`config.mk`:
```
export PLATFORM = sky130hd
export DESIGN_NAME = stack_queue_engine_unit
export DESIGN_NICKNAME = d
export VERILOG_FILES = /design/src/rtl/core/sqe_pkg.sv /design/src/rtl/core/sqe_dpath.sv /design/src/rtl/core/sqe_ctrl.sv /design/src/rtl/core/stack_queue_engine_unit.sv
export VERILOG_INCLUDE_DIRS = /design/src /design/src/rtl/core
export SDC_FILE = /design/constraint.sdc
export NUM_CORES = 2
export LEC_CHECK = 0
export BUFFER_PORTS_ARGS = -buffer_cell sky130_fd_sc_hd__buf_4
export CAP_MARGIN = 10
export CORE_MARGIN = 5
export CORE_UTILIZATION = 30
export DETAILED_ROUTE_END_ITERATION = 16
export HOLD_SLACK_MARGIN = 0.12
export PLACE_DENSITY = 0.43
export REMOVE_ABC_BUFFERS = 1
export SLEW_MARGIN = 30
export SYNTH_ARGS = -nofsm -noshare
export SYNTH_HDL_FRONTEND = slang
export SYNTH_SLANG_ARGS = --single-unit
```
`constraint.sdc`:
```
create_clock -name clk -period 8 [get_ports clk]
set_clock_uncertainty 0.05 [all_clocks]
set_input_delay 0.8 -clock clk [delete_from_list [all_inputs] [get_ports clk]]
set_output_delay 0.8 -clock clk [all_outputs]
set_load 0.02 [all_outputs]
```
`src/rtl/core/stack_queue_engine_unit_macros.svh`:
```
// ----------------------------------------------------------------------------
// Stack/queue engine assertion macros
// Shared concurrent assertion helpers, compiled out when SYNTH is defined.
// ----------------------------------------------------------------------------
`ifndef STACK_QUEUE_ENGINE_UNIT_MACROS_SVH
`define STACK_QUEUE_ENGINE_UNIT_MACROS_SVH

`ifndef SYNTH
`define SQE_ASSERT_IMP(lbl, ante, cons, msg) \
	lbl: assert property (@(posedge clk) disable iff (!arst_n) (ante) |-> (cons)) \
		else $error(msg);
`define SQE_ASSERT_NXT(lbl, ante, cons, msg) \
	lbl: assert property (@(posedge clk) disable iff (!arst_n) (ante) |=> (cons)) \
		else $error(msg);
`else
`define SQE_ASSERT_IMP(lbl, ante, cons, msg)
`define SQE_ASSERT_NXT(lbl, ante, cons, msg)
`endif

`endif

```
`src/rtl/core/sqe_pkg.sv`:
```
// ----------------------------------------------------------------------------
// Stack/queue engine package
// Transaction payload types, operation and status codes, and the command and
// status structs between the controller and the datapath.
// ----------------------------------------------------------------------------
package sqe_pkg;

	localparam int unsigned VALUE_W = 32;
	localparam int unsigned FILL_W = 7;

	localparam logic [2:0] MODE_PUSH = 3'd0;
	localparam logic [2:0] MODE_POP = 3'd1;
	localparam logic [2:0] MODE_PEEK = 3'd2;
	localparam logic [2:0] MODE_SWAP = 3'd3;
	localparam logic [2:0] MODE_PRINT = 3'd4;

	localparam logic [1:0] STATUS_OK = 2'd0;
	localparam logic [1:0] STATUS_EMPTY = 2'd1;
	localparam logic [1:0] STATUS_SHORT = 2'd2;
	localparam logic [1:0] STATUS_FULL = 2'd3;

	typedef struct packed {
		logic [2:0] mode;
		logic signed [VALUE_W-1:0] value;
	} sqe_in_t;

	typedef struct packed {
		logic signed [VALUE_W-1:0] data;
		logic [1:0] status;
		logic last;
		logic [FILL_W-1:0] fill;
	} sqe_out_t;

	typedef enum logic [1:0] {
		RD_FRONT = 2'd0,
		RD_SECOND = 2'd1,
		RD_WALK = 2'd2
	} sqe_rd_sel_t;

	typedef enum logic [1:0] {
		WR_PUSH = 2'd0,
		WR_SWAP_FRONT = 2'd1,
		WR_SWAP_SECOND = 2'd2
	} sqe_wr_sel_t;

	typedef struct packed {
		logic load_op;
		logic commit_push;
		logic commit_pop;
		logic rd_en;
		sqe_rd_sel_t rd_sel;
		logic wr_en;
		sqe_wr_sel_t wr_sel;
		logic save_tmp;
		logic walk_init;
		logic walk_step;
		logic emit;
		logic emit_rdata;
		logic [1:0] status;
		logic last;
	} sqe_cmd_t;

	typedef struct packed {
		logic [2:0] mode;
		logic empty;
		logic full;
		logic short_cnt;
		logic walk_last;
		logic out_free;
	} sqe_stat_t;

endpackage

```
`src/rtl/core/sqe_dpath.sv`:
```
// ----------------------------------------------------------------------------
// Stack/queue engine datapath
// Entry memory, front pointer and count, print walker, and output register.
// ----------------------------------------------------------------------------
module sqe_dpath import sqe_pkg::*; #(
	parameter int unsigned DEPTH = 64
) (
	input  logic      clk,
	input  logic      arst_n,
	input  logic      cfg_we,
	input  logic      cfg_wdata,
	input  sqe_in_t   in_data,
	input  sqe_cmd_t  cmd,
	output sqe_stat_t stat,
	input  logic      out_ready,
	output logic      out_valid,
	output sqe_out_t  out_data
);

	localparam int unsigned AW = $clog2(DEPTH);
	localparam int unsigned CW = $clog2(DEPTH + 1);
	localparam logic [AW-1:0] LAST_ADDR = AW'(DEPTH - 1);
	localparam logic [AW:0] DEPTH_W = (AW + 1)'(DEPTH);
	localparam logic [CW-1:0] FULL_CNT = CW'(DEPTH);

	function automatic logic [AW-1:0] addr_inc(input logic [AW-1:0] a);
		return (a == LAST_ADDR) ? '0 : AW'(a + 1'b1);
	endfunction

	function automatic logic [AW-1:0] addr_dec(input logic [AW-1:0] a);
		return (a == '0) ? LAST_ADDR : AW'(a - 1'b1);
	endfunction

	logic [VALUE_W-1:0] mem [DEPTH];

	sqe_in_t            op_q;
	logic               queue_order_q;
	logic [AW-1:0]      front_q;
	logic [CW-1:0]      count_q;
	logic [VALUE_W-1:0] rdata_q;
	logic [VALUE_W-1:0] tmp_q;
	logic [AW-1:0]      walk_addr_q;
	logic [CW-1:0]      remain_q;
	logic               out_valid_q;
	sqe_out_t           out_q;

	logic [AW-1:0]      front_d;
	logic [CW-1:0]      count_d;
	logic [AW:0]        back_sum;
	logic [AW-1:0]      back_addr;
	logic [AW-1:0]      wr_addr;
	logic [VALUE_W-1:0] wr_data;
	logic [AW-1:0]      rd_addr;
	logic               out_free;

	assign back_sum = {1'b0, front_q} + (AW + 1)'(count_q);
	assign back_addr = (back_sum >= DEPTH_W) ? AW'(back_sum - DEPTH_W) : back_sum[AW-1:0];
	assign out_free = !out_valid_q || out_ready;

	always_comb begin
		front_d = front_q;
		count_d = count_q;
		if (cmd.commit_push) begin
			count_d = CW'(count_q + 1'b1);
			if (!queue_order_q) begin
				front_d = addr_dec(front_q);
			end
		end else if (cmd.commit_pop) begin
			count_d = CW'(count_q - 1'b1);
			front_d = addr_inc(front_q);
		end
	end

	always_comb begin
		case (cmd.wr_sel)
			WR_PUSH: begin
				wr_addr = queue_order_q ? back_addr : addr_dec(front_q);
				wr_data = op_q.value;
			end
			WR_SWAP_FRONT: begin
				wr_addr = front_q;
				wr_data = rdata_q;
			end
			WR_SWAP_SECOND: begin
				wr_addr = addr_inc(front_q);
				wr_data = tmp_q;
			end
			default: begin
				wr_addr = front_q;
				wr_data = op_q.value;
			end
		endcase
	end

	always_comb begin
		case (cmd.rd_sel)
			RD_FRONT:  rd_addr = front_q;
			RD_SECOND: rd_addr = addr_inc(front_q);
			RD_WALK:   rd_addr = walk_addr_q;
			default:   rd_addr = front_q;
		endcase
	end

	always_ff @(posedge clk) begin
		if (cmd.wr_en) begin
			mem[wr_addr] <= wr_data;
		end
		if (cmd.rd_en) begin
			rdata_q <= mem[rd_addr];
		end
	end

	always_ff @(posedge clk) begin
		if (cmd.load_op) begin
			op_q <= in_data;
		end
		if (cmd.save_tmp) begin
			tmp_q <= rdata_q;
		end
		if (cmd.walk_init) begin
			walk_addr_q <= addr_inc(front_q);
			remain_q <= count_q;
		end else if (cmd.walk_step) begin
			walk_addr_q <= addr_inc(walk_addr_q);
			remain_q <= CW'(remain_q - 1'b1);
		end
		if (cmd.emit) begin
			out_q.data <= cmd.emit_rdata ? rdata_q : '0;
			out_q.status <= cmd.status;
			out_q.last <= cmd.last;
			out_q.fill <= FILL_W'(count_d);
		end
	end

	always_ff @(posedge clk or negedge arst_n) begin
		if (!arst_n) begin
			queue_order_q <= 1'b0;
			front_q <= '0;
			count_q <= '0;
			out_valid_q <= 1'b0;
		end else begin
			if (cfg_we) begin
				queue_order_q <= cfg_wdata;
			end
			front_q <= front_d;
			count_q <= count_d;
			if (cmd.emit) begin
				out_valid_q <= 1'b1;
			end else if (out_ready) begin
				out_valid_q <= 1'b0;
			end
		end
	end

	assign stat.mode = op_q.mode;
	assign stat.empty = (count_q == '0);
	assign stat.full = (count_q == FULL_CNT);
	assign stat.short_cnt = (count_q < CW'(2));
	assign stat.walk_last = (remain_q == CW'(1));
	assign stat.out_free = out_free;

	assign out_valid = out_valid_q;
	assign out_data = out_q;

	`include "stack_queue_engine_unit_macros.svh"

	`SQE_ASSERT_IMP(a_count_bound, 1'b1, count_q <= FULL_CNT, "Entry count exceeds depth.")
	`SQE_ASSERT_IMP(a_push_not_full, cmd.commit_push, !stat.full && cmd.wr_en, "Push committed into a full store.")
	`SQE_ASSERT_IMP(a_emit_room, cmd.emit, out_free, "Result emitted over a pending transaction.")

endmodule

```
`src/rtl/core/sqe_ctrl.sv`:
```
// ----------------------------------------------------------------------------
// Stack/queue engine controller
// Sequences each operation over the datapath and issues its results.
// ----------------------------------------------------------------------------
module sqe_ctrl import sqe_pkg::*; (
	input  logic      clk,
	input  logic      arst_n,
	input  logic      in_valid,
	output logic      in_ready,
	input  sqe_stat_t stat,
	output sqe_cmd_t  cmd
);

	typedef enum logic [6:0] {
		S_IDLE = 7'b0000001,
		S_EXEC = 7'b0000010,
		S_PEEK = 7'b0000100,
		S_SW1  = 7'b0001000,
		S_SW2  = 7'b0010000,
		S_SW3  = 7'b0100000,
		S_WALK = 7'b1000000
	} sqe_state_t;

	sqe_state_t state_q;
	sqe_state_t state_d;

	always_comb begin
		cmd = '0;
		state_d = state_q;
		in_ready = 1'b0;
		case (state_q)
			S_IDLE: begin
				in_ready = 1'b1;
				if (in_valid) begin
					cmd.load_op = 1'b1;
					state_d = S_EXEC;
				end
			end
			S_EXEC: begin
				case (stat.mode)
					MODE_PUSH: begin
						if (stat.out_free) begin
							cmd.emit = 1'b1;
							cmd.last = 1'b1;
							if (stat.full) begin
								cmd.status = STATUS_FULL;
							end else begin
								cmd.status = STATUS_OK;
								cmd.commit_push = 1'b1;
								cmd.wr_en = 1'b1;
								cmd.wr_sel = WR_PUSH;
							end
							state_d = S_IDLE;
						end
					end
					MODE_POP: begin
						if (stat.out_free) begin
							cmd.emit = 1'b1;
							cmd.last = 1'b1;
							if (stat.empty) begin
								cmd.status = STATUS_EMPTY;
							end else begin
								cmd.status = STATUS_OK;
								cmd.commit_pop = 1'b1;
							end
							state_d = S_IDLE;
						end
					end
					MODE_PEEK: begin
						if (stat.empty) begin
							if (stat.out_free) begin
								cmd.emit = 1'b1;
								cmd.last = 1'b1;
								cmd.status = STATUS_EMPTY;
								state_d = S_IDLE;
							end
						end else begin
							cmd.rd_en = 1'b1;
							cmd.rd_sel = RD_FRONT;
							state_d = S_PEEK;
						end
					end
					MODE_SWAP: begin
						if (stat.short_cnt) begin
							if (stat.out_free) begin
								cmd.emit = 1'b1;
								cmd.last = 1'b1;
								cmd.status = STATUS_SHORT;
								state_d = S_IDLE;
							end
						end else begin
							cmd.rd_en = 1'b1;
							cmd.rd_sel = RD_FRONT;
							state_d = S_SW1;
						end
					end
					MODE_PRINT: begin
						if (stat.empty) begin
							state_d = S_IDLE;
						end else begin
							cmd.rd_en = 1'b1;
							cmd.rd_sel = RD_FRONT;
							cmd.walk_init = 1'b1;
							state_d = S_WALK;
						end
					end
					default: begin
						if (stat.out_free) begin
							cmd.emit = 1'b1;
							cmd.last = 1'b1;
							cmd.status = STATUS_OK;
							state_d = S_IDLE;
						end
					end
				endcase
			end
			S_PEEK: begin
				if (stat.out_free) begin
					cmd.emit = 1'b1;
					cmd.emit_rdata = 1'b1;
					cmd.last = 1'b1;
					cmd.status = STATUS_OK;
					state_d = S_IDLE;
				end
			end
			S_SW1: begin
				cmd.save_tmp = 1'b1;
				cmd.rd_en = 1'b1;
				cmd.rd_sel = RD_SECOND;
				state_d = S_SW2;
			end
			S_SW2: begin
				cmd.wr_en = 1'b1;
				cmd.wr_sel = WR_SWAP_FRONT;
				state_d = S_SW3;
			end
			S_SW3: begin
				cmd.wr_en = 1'b1;
				cmd.wr_sel = WR_SWAP_SECOND;
				if (stat.out_free) begin
					cmd.emit = 1'b1;
					cmd.last = 1'b1;
					cmd.status = STATUS_OK;
					state_d = S_IDLE;
				end
			end
			S_WALK: begin
				if (stat.out_free) begin
					cmd.emit = 1'b1;
					cmd.emit_rdata = 1'b1;
					cmd.status = STATUS_OK;
					cmd.last = stat.walk_last;
					if (stat.walk_last) begin
						state_d = S_IDLE;
					end else begin
						cmd.rd_en = 1'b1;
						cmd.rd_sel = RD_WALK;
						cmd.walk_step = 1'b1;
					end
				end
			end
			default: begin
				state_d = S_IDLE;
			end
		endcase
	end

	always_ff @(posedge clk or negedge arst_n) begin
		if (!arst_n) begin
			state_q <= S_IDLE;
		end else begin
			state_q <= state_d;
		end
	end

	`include "stack_queue_engine_unit_macros.svh"

	`SQE_ASSERT_NXT(a_accept_exec, in_valid && in_ready, state_q == S_EXEC, "Accepted transaction did not start execution.")

endmodule

```
`src/rtl/core/stack_queue_engine_unit.sv`:
```
// ----------------------------------------------------------------------------
// Stack/queue engine
// Bounded store of signed 32-bit entries working as a stack or a queue.
// ----------------------------------------------------------------------------
//  Channel | Direction | Handshake             | Payload
//  cfg     | in        | cfg_we                | cfg_wdata (queue order)
//  in      | in        | in_valid / in_ready   | sqe_in_t  (mode, value)
//  out     | out       | out_valid / out_ready | sqe_out_t (data, status, last, fill)
//
// One operation is in flight at a time; a new transaction is taken in the idle state.
// Push, pop and error results are issued straight from the execute state; peek and
// swap first use the registered read of the entry memory, and swap writes both top entries back crossed.
// Print-all emits one result per held entry, one entry per cycle while the output is not stalled.
// A stalled output holds the controller in any state that emits; reset empties the store at once.
module stack_queue_engine_unit import sqe_pkg::*; #(
	parameter int unsigned DEPTH = 64
) (
	input  logic     clk,
	input  logic     arst_n,
	input  logic     cfg_we,
	input  logic     cfg_wdata,
	input  logic     in_valid,
	output logic     in_ready,
	input  sqe_in_t  in_data,
	output logic     out_valid,
	input  logic     out_ready,
	output sqe_out_t out_data
);

	sqe_cmd_t  cmd;
	sqe_stat_t stat;

	sqe_ctrl u_ctrl (
		.clk      (clk),
		.arst_n   (arst_n),
		.in_valid (in_valid),
		.in_ready (in_ready),
		.stat     (stat),
		.cmd      (cmd)
	);

	sqe_dpath #(
		.DEPTH (DEPTH)
	) u_dpath (
		.clk       (clk),
		.arst_n    (arst_n),
		.cfg_we    (cfg_we),
		.cfg_wdata (cfg_wdata),
		.in_data   (in_data),
		.cmd       (cmd),
		.stat      (stat),
		.out_ready (out_ready),
		.out_valid (out_valid),
		.out_data  (out_data)
	);

endmodule

```
==> flow_summary.json <==
{
  "path_cells": "nor4_1 > nand2b_1 > or3_1 > or3_1 > ha_1 > nor2b_1 > nor2_4 > buf_12 > mux4_2 > nand2_1 > nand4_1 > or4b_1",
  "place.port_buffers": 84,
  "avgSynthCellArea_um2": 15.44,
  "crit_family": "simple AND/OR/NAND/NOR gates",
  "dp_slack_ns": 1.762,
  "place_hpwl_mm": 161.1,
  "synth_edf_count": 2202,
  "async_flop_share_pct": 0.9892,
  "hold_class": "input pin to flip-flop",
  "post_drt_wl_per_cell_um": 29.03,
  "start_util_pct": 30.04,
  "clk_latency_ns": 0.88,
  "num_vias": 51210,
  "cp_max_fo": 123,
  "fin_ws_ns": 1.663,
  "fmax_mhz": 157.8,
  "crit_slowest_cell": "or4b_1",
  "postRouteAntennaNets": 0,
  "grt_pass1_vias": 49910,
  "p_leak_nw": 33.15,
  "cts-htree-levels": 4,
  "syn-cell-area_um2": 87230,
  "grt_pass1_wl_mm": 404.1,
  "num_rows": 198,
  "outcome": "finished, final reports clean",
  "final_common_cell": "edfxtp_1",
  "place.gp.congestion": 0.7847,
  "clk_pin_slew_ns": 0.06,
  "cp_num_buf_inv": 1,
  "cts_made_buffers": 241,
  "rsz0062_at_grt": "false",
  "crit_top_cell": "or3_1",
  "synth_top_area_share_pct": 75.80,
  "fin_crit_ns": 6.337,
  "layout_common_cells": "edfxtp_1, nand2_1, nand3_1, buf_4, clkbuf_16",
  "tightest_slew_ns": 1.013,
  "synth-seq-cells": 2224,
  "die_w_um": 549.2,
  "die-area_um2": 301700,
  "routed_wl_mm": 290.2,
  "clockRootBuffer": "clkbuf_16",
  "final-hold-violation-count": 0,
  "cts_tree": "built",
  "ys_seq_area_share_pct": 76.43,
  "drt_iter0_drc": 5738,
  "drtPass1Iterations": 5,
  "required_ns": 8.53,
  "drc_errors": 0,
  "fin_nets": 5939,
  "cts_sinks": 2224,
  "max-slew-margin-rel_pct": 32.44,
  "synthTopCellsByArea": "edfxtp_1, nand2_1, mux4_2, nand3_1, clkbuf_1",
  "grt_max_degree": 136,
  "ios": 85,
  "fp.dieH_um": 549.2,
  "syn_inst": 5651,
  "coreArea_um2": 290300,
  "synth_largest_area_cell": "edfxtp_1",
  "drive_gt1_share_pct": 16.96,
  "post-cts-setup-buffers": 0,
  "drv_slew": 0,
  "gr-usage-all-layers_pct": 18.72,
  "vdd_drop_max_v": 0.0002819,
  "cap_violations": 0,
  "yosysWarnings": 0,
  "max_stage_delay_ns": 0.72,
  "antenna_found_initial": 32,
  "whs_ns": 0.3193,
  "power.density_nw_per_um2": 325.2,
  "setup_violations": 0,
  "cp-start-kind": "flip-flop",
  "critPathArrivalTime_ns": 6.87,
  "end_kind": "flip-flop",
  "gr-total-overflow": 0,
  "path_class": "flip-flop to flip-flop",
  "area_delta_synth_final_pct": 17.14,
  "synth_cell_types": 74,
  "clockBufferDepth": 4,
  "viasPerCell": 5.123,
  "synth_flop_cell": "edfxtp_1",
  "cts_resized": 0,
  "post-route-period-util_pct": 79.22
}
power by group:
part | leakage (nW) | total (mW) | internal (mW) | switching [mW]
Combinational | 9.39 | 8.81 | 2.61 | 6.20
Sequential | 20.1 | 13.6 | 13.5 | 0.164
Clock | 3.67 | 10.8 | 6.14 | 4.64
final timing paths:
check                                     from                     to  slack (ns)  depth (start not counted)
setup / recovery             u_ctrl.state_q[5]    u_dpath.rdata_q[24]        1.66                         12
hold / removal                       out_ready      u_dpath.out_valid        0.32                          3
setup reg to reg             u_ctrl.state_q[5]    u_dpath.rdata_q[24]        1.66                         12
hold reg to reg            u_dpath.rdata_q[27]      u_dpath.tmp_q[27]        0.45                          0
max in group asynchronous               arst_n      u_ctrl.state_q[0]        7.20                          2
min in group asynchronous               arst_n  u_dpath.queue_order_q        0.36                          2
cell families after synthesis:
kind of cell	Yosys count	synth area share, %
AOI/OAI and AO/OA	411	3.287
xor gates and xnor gates	26	0.2610
adders and majority gates	21	0.3098
buffers and inverters	372	1.714
DFF	2224	76.43
muxes	284	6.104
and+or+nand+nor	2313	11.89
state kept, by name (all words and copies together), names as in the netlist:
signal	cells
u_dpath.walk_addr_q	6
u_dpath.count_q	7
u_dpath.queue_order_q	1
u_dpath.remain_q	7
u_ctrl.state_q	7
u_dpath.out_data	42
u_dpath.stat	3
u_dpath.out_valid	1
u_dpath.tmp_q	32
u_dpath.op_q	32
u_dpath.front_q	6
u_dpath.mem	2048
u_dpath.rdata_q	32
cell type report:
| type | instances | area [um^2] |
|---|---|---|
| clock inverter | 141 | 1190 |
| multi-input combinational | 3055 | 20060 |
| antenna | 19 | 47.55 |
| timing repair buffer | 334 | 2954 |
| tap | 3900 | 4880 |
| clock buffer | 303 | 6306 |
| inverter | 21 | 78.83 |
| sequential | 2224 | 66680 |
| fill | 27850 | 188200 |
cell usage after synthesis, drive strengths merged, types with 5 or more instances:
cell,count
dfrtp,21
inv,21
o21ai,21
nand2,1211
a2111oi,10
a2111o,21
nand4,51
ha,20
nor2b,7
a221o,23
nand2b,9
xor2,9
buf,96
or3,7
and2,38
edfxtp,2202
xnor2,17
or4,12
a21o,5
mux2i,28
o211ai,6
a21oi,162
clkbuf,255
mux2,64
or4b,22
mux4,192
nand3,769
a32oi,10
nor3,58
nor2,74
a22oi,92
nor4,35
a221oi,26
worst register-to-register path: stages (launching register included):
cell and delay (ns):
dfrtp_1 0.42, nor4_1 0.46, nand2b_1 0.15, or3_1 0.36, or3_1 0.48, ha_1 0.50
nor2b_1 0.23, nor2_4 0.67, buf_12 0.69, mux4_2 0.66, nand2_1 0.12, nand4_1 0.57
or4b_1 0.73
layer usage:
layer / global-route usage, % / wire [um]
met3: 3.099 / 18630
met1: 26.80 / 129600
met5: 0 / 40
met4: 3.552 / 5342
met2: 30.28 / 136600
repair_timing:
item | 4_1_cts | 5_1_grt
endpoints found under the setup margin | 0 | 0
hold buffers | 38 | 0
endpoints found under the hold margin | 58 | 0
per-stage QoR:
step	power, mW	cell area, um^2	instances	util [%]	setup TNS, ns
floorplan	19.61	85820	5300	-	-1291.82
global placement	22.67	94060	9486	32.40	0
detailed placement	22.73	94200	9494	32.45	0
CTS	33.55	102100	9976	35.16	0
global route	34.63	102100	9980	35.18	0
finish	33.23	102200	9997	35.20	0
(Power assumes the default switching activity.)
